==> src/rtl/rsi_pkg.sv <==
package rsi_pkg;

  // Register indexes on the configuration port
  localparam logic [1:0] CFG_CENTER_X  = 2'd0;
  localparam logic [1:0] CFG_CENTER_Y  = 2'd1;
  localparam logic [1:0] CFG_CENTER_Z  = 2'd2;
  localparam logic [1:0] CFG_RADIUS_SQ = 2'd3;

  // Result codes carried on the output tuser
  localparam logic [1:0] KIND_MISS    = 2'd0;
  localparam logic [1:0] KIND_OUTSIDE = 2'd1;
  localparam logic [1:0] KIND_INSIDE  = 2'd2;

  // Square root datapath: radicand, root and partial remainder widths
  localparam int ROOT_W = 52;
  localparam int RAD_W  = 2 * ROOT_W;
  localparam int REM_W  = ROOT_W + 2;

  // b in 2^-32 units and distances in Q15.16
  localparam int B_W    = 53;
  localparam int DIST_W = 31;

  typedef struct packed {
    logic [31:0] center_x;
    logic [31:0] center_y;
    logic [31:0] center_z;
    logic [62:0] radius_squared;
  } cfg_t;

  // Per-ray data that rides alongside the square root
  typedef struct packed {
    logic [B_W-1:0]    b;
    logic [DIST_W-1:0] distance;
    logic              det_pos;
  } side_t;

  typedef struct packed {
    logic [1:0]        kind;
    logic [DIST_W-1:0] distance;
  } res_t;

endpackage

==> src/rtl/rsi_obuf.sv <==
module rsi_obuf (
  input  logic           clk,
  input  logic           rst,
  input  logic           push,
  input  rsi_pkg::res_t  push_res,
  input  logic           pop_ready,
  output logic           out_valid,
  output rsi_pkg::res_t  out_res,
  output logic           full
);

  rsi_pkg::res_t mem [2];
  logic          wr_ptr;
  logic          rd_ptr;
  logic [1:0]    count;
  logic          pop;

  assign out_valid = (count != 2'd0);
  assign out_res   = mem[rd_ptr];
  assign full      = (count == 2'd2);
  assign pop       = out_valid && pop_ready;

  // track fill level and pointers
  always_ff @(posedge clk) begin
    if (rst) begin
      wr_ptr <= 1'b0;
      rd_ptr <= 1'b0;
      count  <= 2'd0;
    end else begin
      if (push) begin
        wr_ptr <= ~wr_ptr;
      end
      if (pop) begin
        rd_ptr <= ~rd_ptr;
      end
      count <= count + {1'b0, push} - {1'b0, pop};
    end
  end

  // store the incoming result
  always_ff @(posedge clk) begin
    if (push) begin
      mem[wr_ptr] <= push_res;
    end
  end

endmodule

==> config.mk <==
export PLATFORM = sky130hd
export DESIGN_NAME = rsi_obuf
export DESIGN_NICKNAME = d
export VERILOG_FILES = /design/src/rtl/rsi_pkg.sv /design/src/rtl/rsi_obuf.sv
export SDC_FILE = /design/constraint.sdc
export NUM_CORES = 1
export LEC_CHECK = 0
export CAP_MARGIN = 10
export CORE_AREA = 2 2 92 94
export DETAILED_ROUTE_END_ITERATION = 8
export DIE_AREA = 0 0 94 96
export DONT_BUFFER_PORTS = 1
export GPL_TIMING_DRIVEN = 0
export PLACE_DENSITY_LB_ADDON = 0.08
export SYNTH_ARGS = -nofsm -noshare
export SYNTH_HDL_FRONTEND = slang
export SYNTH_SLANG_ARGS = --single-unit
==> constraint.sdc <==
create_clock -name clk -period 4.65 [get_ports clk]
set_input_delay 0.6975 -clock clk [delete_from_list [all_inputs] [get_ports clk]]
set_output_delay 0.6975 -clock clk [all_outputs]
set_load 0.01 [all_outputs]
Word-level counts from Yosys, hierarchy flattened
Memory sizes are Yosys's and may differ from the RTL's. A register that Yosys moved wholly into a read port is not among the register bits.
Cells that the tools add are included.

word-level totals
  flip-flop bits (word level) = 4
  bits in writable memories = 66
  input bits = 37
  output and inout bits = 35
  memories = 1

operators by class
  add/sub/neg operators = 2
  equality and inequality tests = 1
  mux-type cells = 4
  bitwise operators = 2
  reduce and logical (&&, ||, !) cells = 2

memories
  name  words  width  rd ports  clocked after Yosys merged registers in  wr ports  RTL line        source
  mem   2      33     1         1                                        1         rsi_obuf.sv:12  rsi_pkg::res_t mem [2];

operators by type and width
  kind                                         count
  1-bit 2-to-1 mux                             4
  2-bit by 1-bit adder with 2-bit output       1
  2-bit equality test (second input constant)  1
  1-bit NOT                                    2
  2-bit nonzero test                           1
  2-bit by 1-bit subtractor with 2-bit output  1
  1-bit logical AND                            1

Logic depth before layout (Yosys ltp)
  depth in word-level cells = 4
  mapped depth = 6
  depth with buffers taken out = 6

Least setup slack after synthesis
OpenSTA, ideal clock, no wires.

  kind = input to register
  start = input port push
  end = memory mem[0][0] (netlist name) (enable)
  library setup time = 0.427 ns
  arrival = 2.188 ns
  setup slack = 2.035 ns
  cell stages on the path = 1
  path through = nor2b_1

between the ends
  longest elaborated chain between the ends = 2

ends and longest elaborated chain
  element                                 RTL line        source
  start, declared                         rsi_obuf.sv:4   input logic push,
  1-bit 2-to-1 mux                        rsi_obuf.sv:42  if (push) begin
  1-bit 2-to-1 mux (not written as such)  rsi_obuf.sv:43  mem[wr_ptr] <= push_res;
  end, declared                           rsi_obuf.sv:12

Every way passes these cells.

==> out/results.ini <==
[final_layout]
drive_gt1_share_pct=37.1
fin_area_um2=3090
diodes=0
layout.nets=177
area_growth_pct=12.0
utilization_pct=38.3
layout.cells.non_filler=248

[synthesis]
synth_common_cells=66 x edfxtp_1, 30 x mux2_4, 5 x dfxtp_1, 4 x buf_6
yosys-top-cells-area=edfxtp_1 72%, mux2_4 16%, dfxtp_1 3.6%
syn_inst=126
synth.cell_area_um2=2760
synth_top_flop_cell=edfxtp_1
synthArstFlopShare_pct=0
synth_largest_area_cell=edfxtp_1
yosysSeqAreaShare_pct=75.6
synth_top_area_share_pct=71.9
synth_edf_count=66
synthDistinctLibCells=16
synth_seq_cells=71
synth.most_common_cell=edfxtp_1
yosysWarnings=0
avgSynthCellArea_um2=21.9
syn-num-nets=165

[route]
via_per_inst=4.46
wire_per_inst_um=17.0
drtPass1Iterations=3
wl_um=4230
dr_total_vias=1106
drc=0
drt_iter0_markers=30
ant_nets=0

[critical_path]
critical_path.startpoint_type=flip-flop
path_max_fanout=10
cp.arrival_ns=1.31
critical_path_class=reg2out
path_cells=buf_6 > buf_6 > mux2_4
path_buf_inv=2
crit_path_end_kind=output port
required_ns=3.95
cpPeakStageDelay_ns=0.34
crit_family=multiplexers
slowest_stage=mux2_4
crit_top_cell=buf_6

[clock_tree]
clk_path_buf_depth=2
cts_resized=0
cts_setup_buffers=0
postCtsHoldBufs=0
cts_max_level=3
clk_latency_ns=0.32
root_buffer=clkbuf_8
cts_buffers=9
cts_tree=yes
cts_num_sinks=71
path_clk_slew_ns=0.07

[place]
portBuffers=0
gp_congestion=0.588
dp_hpwl_um=2830
place_ws_ns=2.83
dp_cells=232
placed_cell_area_um2=2920

[power_and_ir_drop]
sw_frac_of_total_pct=24.7
p_total_mw=1.51
pwr-share-clk_pct=26.7
vdd_drop_max_v=0.000207
comb_power_share_pct=22.0
switchingPower_mw=0.372
p_leak_nw=1.09
intPower_mw=1.14
p_seq_share_pct=51.2
power_density_nw_per_um2=489

[sta]
tightest_slew_ns=0.837
hold_violations=0
slew-limit-headroom_pct=44.2
period_share_pct=43.1
drv_slew=0
rsz0062_at_grt=no
fin_tns_setup_ns=0
setup_violations=0
holdWs_ns=0.430
max_freq_mhz=499
fin_crit_ns=2.01
skew_ns=0.00849
worst_slack_ns=2.64

[global_routing]
antenna_found_initial=0
grt_pass1_wl_um=6380
grt_overflow=0
grt_max_degree=34
track_usage_pct=10.1
grt_pass1_vias=1203

[floorplan]
die-area_um2=9020
num_io_pins=72
start_util_pct=34.2
dieHeight_um=96
die_w_um=94
rows=33
core_um2=8050

[min_path]
hold_path_class=in2reg

[run_status]
status=completed

[job]
drv_cap=0

==> cells by family after synthesis <==
| family | count (synthesis) | share of synthesized area (%) |
|---|---|---|
| buffers and inverters | 6 | 1.91 |
| AOI/OAI and AO/OA | 1 | 0.273 |
| and+or+nand+nor | 9 | 1.82 |
| xor gates and xnor gates | 2 | 1.14 |
| adders and majority gates | 2 | 0.908 |
| DFF | 71 | 75.6 |
| muxes | 35 | 18.4 |
==> layout by cell type, fill, tap and decap left out, types with 3 or more instances in the layout <==
cell type  instances
dfxtp_1            5
mux2_2             3
buf_6              4
mux2_4            30
clkbuf_1           4
clkbuf_8          10
edfxtp_1          66
nor2_1             3
==> state kept, by name, summed over array words and instances (netlist names), named ones only <==
register,flops
mem,66
rd_ptr,1
count,2
wr_ptr,1
==> cell type report <==
type	instances	area (um^2)
plain buffers	4	45.0
clock buffers	14	153
multi-input cells	49	629
well taps	105	131
flip-flops and latches	71	2080
fillers	745	4970
inverters	2	7.51
clock inverters	2	10.0
repair buffers	1	27.5
==> power groups by stage <==
stage | sequential, mW | combinational (mW) | clock, mW
final | 0.773 | 0.332 | 0.404
after global routing | 0.779 | 0.364 | 0.446
after CTS | 0.774 | 0.343 | 0.423
after detailed placement | 0.788 | 0.341 | 0
after global placement | 0.786 | 0.328 | 0
after floorplan | 0.782 | 0.288 | 0
==> final timing paths <==
check | depth (start not counted) | to | from | slack (ns)
min | 1 | count[0] | rst | 0.43
max reg2reg | 1 | mem[1][18] | wr_ptr | 3.12
min reg2reg | 2 | wr_ptr | wr_ptr | 0.59
max | 3 | out_res[15] | flip-flop | 2.64
==> per-layer routing <==
layer,vias to the layer above,global-route usage (%),share of wire (%)
li1,507,-,-
met1,542,10.5,37
met2,48,15.8,49
met3,9,5.40,11
met4,0,6.52,2.6
met5,-,0,0
Power figures use the tool's default switching activity.
