<file path="config.mk">
export PLATFORM = sky130hd
export DESIGN_NAME = rsi_pick
export DESIGN_NICKNAME = d
export VERILOG_FILES = /design/src/rtl/rsi_pkg.sv /design/src/rtl/rsi_pick.sv
export SDC_FILE = /design/constraint.sdc
export NUM_CORES = 1
export LEC_CHECK = 0
export BUFFER_PORTS_ARGS = -buffer_cell sky130_fd_sc_hd__clkbuf_2
export CAP_MARGIN = 15
export CORE_ASPECT_RATIO = 0.7
export CORE_MARGIN = 3
export CORE_UTILIZATION = 45
export CTS_CLUSTER_SIZE = 16
export DETAILED_ROUTE_END_ITERATION = 7
export PLACE_DENSITY_LB_ADDON = 0.15
export SYNTH_ARGS = -nofsm -noshare
export SYNTH_HDL_FRONTEND = slang
export SYNTH_SLANG_ARGS = --single-unit
</file>
<file path="constraint.sdc">
create_clock -name clk -period 9.28 [get_ports clk]
set_input_delay 1.856 -clock clk [delete_from_list [all_inputs] [get_ports clk]]
set_output_delay 1.856 -clock clk [all_outputs]
set_load 0.01 [all_outputs]
</file>
<file path="src/rtl/rsi_pkg.sv">
package rsi_pkg;

  // Register indexes on the configuration port
  localparam logic [1:0] CFG_CENTER_X  = 2'd0;
  localparam logic [1:0] CFG_CENTER_Y  = 2'd1;
  localparam logic [1:0] CFG_CENTER_Z  = 2'd2;
  localparam logic [1:0] CFG_RADIUS_SQ = 2'd3;

  // Result codes carried on the output tuser
  localparam logic [1:0] KIND_MISS    = 2'd0;
  localparam logic [1:0] KIND_OUTSIDE = 2'd1;
  localparam logic [1:0] KIND_INSIDE  = 2'd2;

  // Square root datapath: radicand, root and partial remainder widths
  localparam int ROOT_W = 52;
  localparam int RAD_W  = 2 * ROOT_W;
  localparam int REM_W  = ROOT_W + 2;

  // b in 2^-32 units and distances in Q15.16
  localparam int B_W    = 53;
  localparam int DIST_W = 31;

  typedef struct packed {
    logic [31:0] center_x;
    logic [31:0] center_y;
    logic [31:0] center_z;
    logic [62:0] radius_squared;
  } cfg_t;

  // Per-ray data that rides alongside the square root
  typedef struct packed {
    logic [B_W-1:0]    b;
    logic [DIST_W-1:0] distance;
    logic              det_pos;
  } side_t;

  typedef struct packed {
    logic [1:0]        kind;
    logic [DIST_W-1:0] distance;
  } res_t;

endpackage

</file>
<file path="src/rtl/rsi_pick.sv">
module rsi_pick (
  input  logic                        clk,
  input  logic                        rst,
  input  logic                        en,
  input  logic                        in_valid,
  input  rsi_pkg::side_t              in_side,
  input  logic [rsi_pkg::ROOT_W-1:0]  in_root,
  output logic                        out_valid,
  output rsi_pkg::res_t               out_res
);

  logic               vld_a;
  logic               vld_b;
  logic signed [53:0] near_a;
  logic signed [53:0] far_a;
  rsi_pkg::side_t     side_a;
  rsi_pkg::res_t      res_b;

  logic signed [53:0] b_w;
  logic signed [53:0] s_w;
  logic signed [53:0] limit;
  logic signed [53:0] pick;
  logic               far_pos;
  logic [1:0]         kind;
  logic [30:0]        newd;

  assign b_w = $signed({in_side.b[rsi_pkg::B_W-1], in_side.b});
  assign s_w = $signed({2'b00, in_root});

  // choose the crossing that is nearer than the incoming distance
  always_comb begin
    limit   = $signed({7'b0, side_a.distance, 16'b0});
    far_pos = !far_a[53] && (far_a != '0);
    kind    = rsi_pkg::KIND_MISS;
    pick    = '0;
    if (side_a.det_pos && far_pos) begin
      if (near_a[53]) begin
        if (far_a < limit) begin
          kind = rsi_pkg::KIND_INSIDE;
          pick = far_a;
        end
      end else if (near_a < limit) begin
        kind = rsi_pkg::KIND_OUTSIDE;
        pick = near_a;
      end
    end
    if (kind == rsi_pkg::KIND_MISS) begin
      newd = side_a.distance;
    end else if (pick[53:47] != '0) begin
      newd = '1;
    end else begin
      newd = pick[46:16];
    end
  end

  // advance valid bits
  always_ff @(posedge clk) begin
    if (rst) begin
      vld_a <= 1'b0;
      vld_b <= 1'b0;
    end else if (en) begin
      vld_a <= in_valid;
      vld_b <= vld_a;
    end
  end

  // form near and far, then the result
  always_ff @(posedge clk) begin
    if (en) begin
      near_a <= b_w - s_w;
      far_a  <= b_w + s_w;
      side_a <= in_side;
      res_b  <= {kind, newd};
    end
  end

  assign out_valid = vld_b;
  assign out_res   = res_b;

endmodule

</file>
Word level (Yosys, flattened, before mapping). Index checks and enable logic that the tools add are counted.

Bits in registers: 175. Bits of input ports: 141. Output and inout bits: 34. Logic and storage cells: 28.

Add/sub/neg operators: 2. Magnitude comparators: 2. Mux-type cells: 10. Reduce and logical (&&, ||, !) cells: 6.

Operator list (number): two-way mux 54 bit (3); less-than comparator 54 x 48 -> 1 bit (2); two-way mux 31 bit (2); adder 53 x 53 -> 54 bit (1); nonzero test 54 bit (1); subtractor 53 x 53 -> 54 bit (1); two-way mux 53 bit (1); nonzero test 7 bit (1); two-way mux 2 bit (3); logical AND 1 bit (2); zero test 2 bit (1); zero test 1 bit (1); two-way mux 1 bit (1).

Depth between registers and ports, before layout. Gate-level depths: netlist of the first run.

Depth in word-level cells: 7. Gate-level depth with buffers: 21. Gate-level depth less buffers: 20.

Worst setup path before layout of the first run. No wires, ideal clock.

Path type: in2reg. From: in in_root[6] (netlist bit). To: reg far_a[39], data pin. Setup time: 0.263 ns. Arrival: 4.197 ns. Data required time: 9.017 ns. Path slack: 4.819 ns. Stages: 11. Buffers on the path: 0. Cell sequence: inv_1 -> ha_1 -> nor2b_2 -> or3_1 -> o311a_1 -> o31ai_1 -> a311oi_1 -> o31ai_2 -> a21oi_1 -> mux2i_1 -> a2111o_1.

Longest elaborated chain between the ends: 1.

Ends and longest elaborated chain: start: declaration (RTL line rsi_pick.sv:7) `input logic [rsi_pkg::ROOT_W-1:0] in_root,`; adder 53 x 53 -> 54 bit (RTL line rsi_pick.sv:71) `far_a <= b_w + s_w;`; end signal: assignment (RTL line rsi_pick.sv:71); end: declaration (RTL line rsi_pick.sv:15) `logic signed [53:0] far_a;`.

No other way between the ends. A chain may end at the register's enable or synchronous reset.

Worst setup path after layout of the first run.
From: in in_root[0] (netlist bit). To: reg far_a[46], data pin.

Same word-level chain as after synthesis.

==> out/qor.txt, run 1 <==
Placed insts -> 1808
CTS root buf -> clkbuf_16
Residual DRC -> 0
CP max stage delay -> 0.40 ns
Hold path endpoint -> out_valid$_SDFFE_PP0P_
Number of DRC markers in iteration 0 -> 1036
Arr. time, crit path -> 5.05 ns
Clock Latency Late Sink -> 0.43 ns
Routed via count -> 10400
Gr ovfl total -> 0
Post-CTS setup repair buffer count -> 0
Ranking of synthesized cells by area -> edfxtp_1 38%, ha_1 17%, a21oi_1 6.0%
Synthesized area per cell -> 9.54 um^2
Top-count cell post-synth -> ha_1
Count of nets after finishing -> 1771
Ratio of total power to cell area -> 160 nW/um^2
Area occupied by multi-input gates -> 7000 um^2
Via/cell ratio -> 5.65
Post-synth EDFFs -> 157
Register area share after synthesis -> 38.1%
Fmax -> 207 MHz
P&R area growth vs syn -> 14.1%
Hold crit path type -> reg2reg
WL/cell -> 19.2 um
Worst Path Required -> 9.50 ns
FP Rows -> 50
WL final -> 35400 um
Storage cell area -> 4750 um^2
# port buffers -> 174
Num CTS Buffers -> 17
Final worst slack -> 4.45 ns
Reg2Reg Depth -> 19
Hold Vio Cnt, Final -> 0
Reg2Reg Setup Slack -> 5.13 ns
Area share of the largest cell type after synthesis -> 37.8%
Largest net degree at the start of global routing -> 89
Drt pass-1 iters -> 5
Share of cells above drive strength 1 -> 16.8%
Hold path start -> out_valid$_SDFFE_PP0P_
Clk slew on worst S/H paths -> 0.06 ns
Synth Net Count -> 1615
Post-synthesis cell type count -> 80
Top post-synthesis cells by count -> 166 x ha_1, 157 x edfxtp_1, 150 x a21oi_1
Cell taking the most area after synthesis -> edfxtp_1
CTS Hold Bufs -> 0
Core Footprint -> 27000 um^2
Post-DP HPWL -> 28800 um
Gpl congestion -> 0.942
Chip height -> 145 um
Post-CTS sizing -> 0
Routed Antenna Nets -> 0
All-Layer GR Usage -> 23.5%
Final setup violation count -> 0
# clock sinks -> 159
RSZ-0062 raised after global routing -> false
Worst slew pin tran -> 0.894 ns
# diodes -> 0
CP Launch Type -> input pin
Hold path depth -> 2
Main synth FF type -> edfxtp_1
CP cell instances -> clkbuf_2 > ha_1 > inv_1 > fa_1 > o21bai_1 > a21oi_1 > o21ai_2 > o221ai_2 > o31ai_2 > a31o_2 > a31oi_2 > o211ai_1 > a21oi_1 > xnor2_1
First-pass GRT wire length -> 54600 um
FF-to-FF Start -> far_a[17]$_DFFE_PP_
Relative slew slack -> 40.4%
Initial core utilization -> 46.1%
LEAKAGE -> 0.00619 uW
Final Cycle Share -> 52.1%
Total chip power -> 2280 uW
I/O pin total -> 175
DP Worst Slack -> 4.10 ns
R2R Path End -> out_res[0]$_DFFE_PP_
Fillers -> 2586
Worst VDD drop -> 100 uV
Post-synth ARST share -> 0%
Crit Path Class -> in2reg
Critical path endpoint category -> flip-flop
Crit path max fanout -> 5
Die ar. -> 29800 um^2
Synthesized cell area -> 12500 um^2
Flops & latches, synth -> 159
Slowest cell on crit path -> fa_1
Crit-path most repeated cell -> a21oi_1
Fin crit period -> 4.83 ns
Clk_skew -> 0.0148 ns
Antenna violations before repair -> 0
Fin area -> 14200 um^2
CTS tree -> done
Longest Clk Path Bufs -> 2
Post-Syn Instances -> 1307
Outcome -> completed
Vias in the first global route -> 9487
H-tree levels -> 4
Die width -> 205 um
Placed Area -> 13700 um^2
Non-Filler Instances -> 1840
Ys Warns -> 0
Final Max Tran Viols -> 0
Max-cap viol count -> 0
Post-Route Setup TNS -> 0 ns
flip-flops by register name, indices dropped and copies added (netlist names):
name and count:
vld_a 1, out_res 33, side_a 1, out_valid 1, far_a 54, limit 31, near_a 38
critical path, delay by kind of cell:
kind / cells / cell delay [ns]
buf+inv: 2 / 0.16
fa+ha+maj: 2 / 0.58
xor+xnor: 1 / 0.30
compound gates: 9 / 2.14
power breakdown:
part	switching [uW]	internal, uW	total, uW
registers	70.8	915	986
logic	396	258	654
clock network	277	362	639
total	743	1530	2280
worst max path at each step:
stage                          end  cells after the start        start  slack (ns)
6_report       far_a[46]$_DFFE_PP_                     14   in_root[0]        4.45
5_1_grt        far_a[53]$_DFFE_PP_                     13  in_root[33]        4.28
4_1_cts        far_a[46]$_DFFE_PP_                     14   in_root[0]        4.53
3_5_place_dp   far_a[46]$_DFFE_PP_                     14   in_root[0]        4.10
3_3_place_gp   far_a[46]$_DFFE_PP_                     14   in_root[0]        4.06
2_1_floorplan  far_a[39]$_DFFE_PP_                     11   in_root[6]        4.82
layer usage:
metal,track usage [%],share of wire (%),vias to the layer above
met3,4.98,8.9,19
li1,-,-,5065
met4,3.82,0.73,0
met2,26.6,34,441
met5,0,0,-
met1,42.9,57,4872
cells by family (layout without fill, tap and decap cells):
logic type | Yosys count | in the layout | share of synthesized area, %
compound gates | 389 | 389 | 20.7
xor+xnor | 81 | 81 | 5.69
fa+ha+maj | 167 | 167 | 16.8
buf+inv | 192 | 361 | 5.92
flops | 159 | 159 | 38.1
mux | 4 | 4 | 0.321
simple gates | 315 | 315 | 12.4
layout make-up:
| cell class | instances | share of cell area [%] |
|---|---|---|
| clock buffers | 18 | 3.02 |
| clock inverters | 14 | 0.712 |
| inverters | 149 | 3.93 |
| multi-input cells | 956 | 49.2 |
| flip-flops and latches | 159 | 33.4 |
| well taps | 364 | 3.20 |
| repair buffers | 180 | 6.48 |
placed cells by master (no fill, tap or decap), types with 5 or more instances in the layout:
master / instances
clkbuf_16: 17
xnor2_1: 69
buf_4: 6
nor2b_1: 20
o21bai_1: 30
nand2b_1: 18
a31oi_1: 7
clkinv_1: 7
inv_1: 143
nor2_1: 103
edfxtp_1: 157
a211oi_1: 7
or3_1: 7
nor3_1: 25
o21ai_1: 7
o211ai_1: 7
o21a_1: 6
a21oi_1: 150
a21o_1: 45
o21ai_0: 38
nor4_1: 28
nand3_1: 21
ha_1: 166
nand4_1: 20
xor2_1: 12
a22oi_1: 28
or2_2: 5
o31ai_1: 9
nand2_1: 51
clkbuf_2: 173
metrics by stage:
step / util [%] / hold slack, ns
final: 52.6 / 0.509
after CTS: 52.6 / 0.510
after detailed placement: 50.7 / 0.495
after global placement: 50.7 / 0.473
after global routing: 52.6 / 0.558
after floorplan: - / 0.460
Note: power is estimated with default switching activity, not from simulation.
==> run 2, diff against run 1 <==
==> constraint.sdc (replaced) <==
create_clock -name clk -period 4 [get_ports clk]
set_input_delay 0.8 -clock clk [delete_from_list [all_inputs] [get_ports clk]]
set_output_delay 0.8 -clock clk [all_outputs]
set_load 0.01 [all_outputs]
==> run 2 against run 1 <==
Utilization grew 2.1 points; final area rose by 3.9%; power up 140%; combinational power increased by 140%; sequential cell count unchanged; count of clock-buffer cells in the layout grew 1; via count is 1.4% higher; critical path depth increased by 7; clock skew down 0.0035 ns; die area unchanged.
==> out/qor.txt, run 2 (same netlist as run 1, synthesis figures left out) <==
Routed Antenna Nets -> 0
# port buffers -> 174
Critical path endpoint category -> flip-flop
Die width -> 205 um
Worst VDD drop -> 191 uV
Most common library cell in the layout ignoring fill and taps -> clkbuf_2
Crit Path Class -> reg2reg
Outcome -> completed
Non-Filler Instances -> 1901
Hold Vio Cnt, Final -> 0
Fin crit period -> 3.76 ns
Worst Path Required -> 4.18 ns
Arr. time, crit path -> 3.94 ns
Die ar. -> 29800 um^2
# diodes -> 0
Antenna violations before repair -> 0
Largest Register -> far_a
Max-cap viol count -> 0
# clock sinks -> 159
LEAKAGE -> 0.00652 uW
FP Rows -> 50
Vias in the first global route -> 9706
Fillers -> 2508
Crit path max fanout -> 6
Clk_skew -> 0.0113 ns
Max reg flops -> 54
I/O pin total -> 175
P&R area growth vs syn -> 18.5%
Core Footprint -> 27000 um^2
Final Cycle Share -> 94.0%
Longest Clk Path Bufs -> 2
Gpl congestion -> 0.935
CTS Hold Bufs -> 0
Via/cell ratio -> 5.55
Share of cells above drive strength 1 -> 20.5%
Storage cell area -> 4750 um^2
Hold Slack -> 0.516 ns
Final setup violation count -> 0
WL final -> 35700 um
Routed via count -> 10500
Post-DP HPWL -> 29700 um
Placed Area -> 14200 um^2
Combinational Power Share -> 29.0%
Number of DRC markers in iteration 0 -> 1148
Post-Route Setup TNS -> 0 ns
CP Launch Type -> flip-flop
Drt pass-1 iters -> 5
All-Layer GR Usage -> 23.9%
Relative slew slack -> 54.5%
Count of nets after finishing -> 1832
Residual DRC -> 0
Sw Pwr -> 1770 uW
Switching share of total power -> 32.0%
Gr ovfl total -> 0
Ratio of total power to cell area -> 373 nW/um^2
H-tree levels -> 4
Fin area -> 14800 um^2
Worst slew pin tran -> 0.680 ns
Final Max Tran Viols -> 0
Placed insts -> 1868
Most frequent cells in the layout -> 173 x clkbuf_2, 166 x ha_1, 157 x edfxtp_1
Area occupied by multi-input gates -> 7010 um^2
Chip height -> 145 um
CTS root buf -> clkbuf_16
Total chip power -> 5520 uW
Fmax -> 266 MHz
Seq pwr share -> 41.3%
RSZ-0062 raised after global routing -> true
Initial core utilization -> 46.1%
First-pass GRT wire length -> 55400 um
Power Internal -> 3750 uW
CTS tree -> done
WL/cell -> 18.8 um
Clk slew on worst S/H paths -> 0.06 ns
Largest net degree at the start of global routing -> 74
Clock share of power -> 29.6%
Hold crit path type -> reg2reg
Num CTS Buffers -> 17
Clock Latency Late Sink -> 0.43 ns
==> run 2: changes by cell type in the layout (fill, tap and decap cells not counted), moves of 2 or more <==
cell	previous run	this run
buf_4	6	65
clkinv_1	7	2
clkinv_2	4	0
inv_6	0	4
clkinv_4	2	5
clkbuf_8	0	2
==> run 2: worst paths after layout <==
kind,start,to,slack (ns),depth (start not counted)
min reg2reg,out_valid$_SDFFE_PP0P_,out_valid$_SDFFE_PP0P_,0.52,2
max,limit[39]$_DFFE_PP_,out_res[30]$_DFFE_PP_,0.24,21
min,out_valid$_SDFFE_PP0P_,out_valid$_SDFFE_PP0P_,0.52,2
max reg2reg,limit[39]$_DFFE_PP_,out_res[30]$_DFFE_PP_,0.24,21
==> run 2: repair_timing <==
action,in CTS,in global routing
pin swaps,0,1
endpoints found under the setup margin,13,25
buffers inserted,0,1
gates resized for setup,1,1
==> run 2: power groups by stage <==
stage | combinational, uW | sequential (uW) | clock, uW
global placement | 1550 | 2310 | 0
floorplan | 987 | 2250 | 0
detailed placement | 1570 | 2310 | 0
global route | 1790 | 2300 | 1730
finish | 1600 | 2280 | 1630
CTS | 1580 | 2280 | 1660
==> run 2: through the flow <==
| step | util [%] | setup WS (ns) |
|---|---|---|
| after detailed placement | 52.4 | -0.0107 |
| after floorplan | - | 0.429 |
| after global placement | 52.4 | 0.0527 |
| after global routing | 54.7 | -0.0242 |
| final | 54.7 | 0.241 |
| after CTS | 54.7 | 0.178 |
==> run 2: area by class of cell <==
cell class                      instances  share of cell area [%]
Inverter                              149                    3.78
Multi-Input combinational cell        956                    47.4
Timing Repair Buffer                  241                    9.45
Clock buffer                           19                    3.06
Sequential cell                       159                    32.2
Tap cell                              364                    3.08
Clock inverter                         13                    1.04
==> run 2: layer usage <==
metal	vias to the layer above	wire length [um]	track usage, %
li1	5203	-	-
met1	4890	19700	43.6
met2	431	12400	27.5
met3	23	3400	4.15
met4	0	250	4.27
met5	-	0	0
==> run 2: critical path, cell delays in order, from the launching register on <==
cell,delay [ns]
edfxtp_1,0.46
inv_1,0.12
ha_1,0.24
a21o_1,0.18
a21o_1,0.17
a21oi_1,0.22
nor2b_1,0.07
o21ai_0,0.15
nand2b_1,0.07
a21oi_1,0.14
nor2b_1,0.06
o21ai_0,0.20
nand3_1,0.11
ha_1,0.33
inv_1,0.06
a21oi_1,0.15
nand2_1,0.11
a211oi_4,0.30
buf_4,0.19
nand2_1,0.05
o21ai_0,0.07
nand2_1,0.06
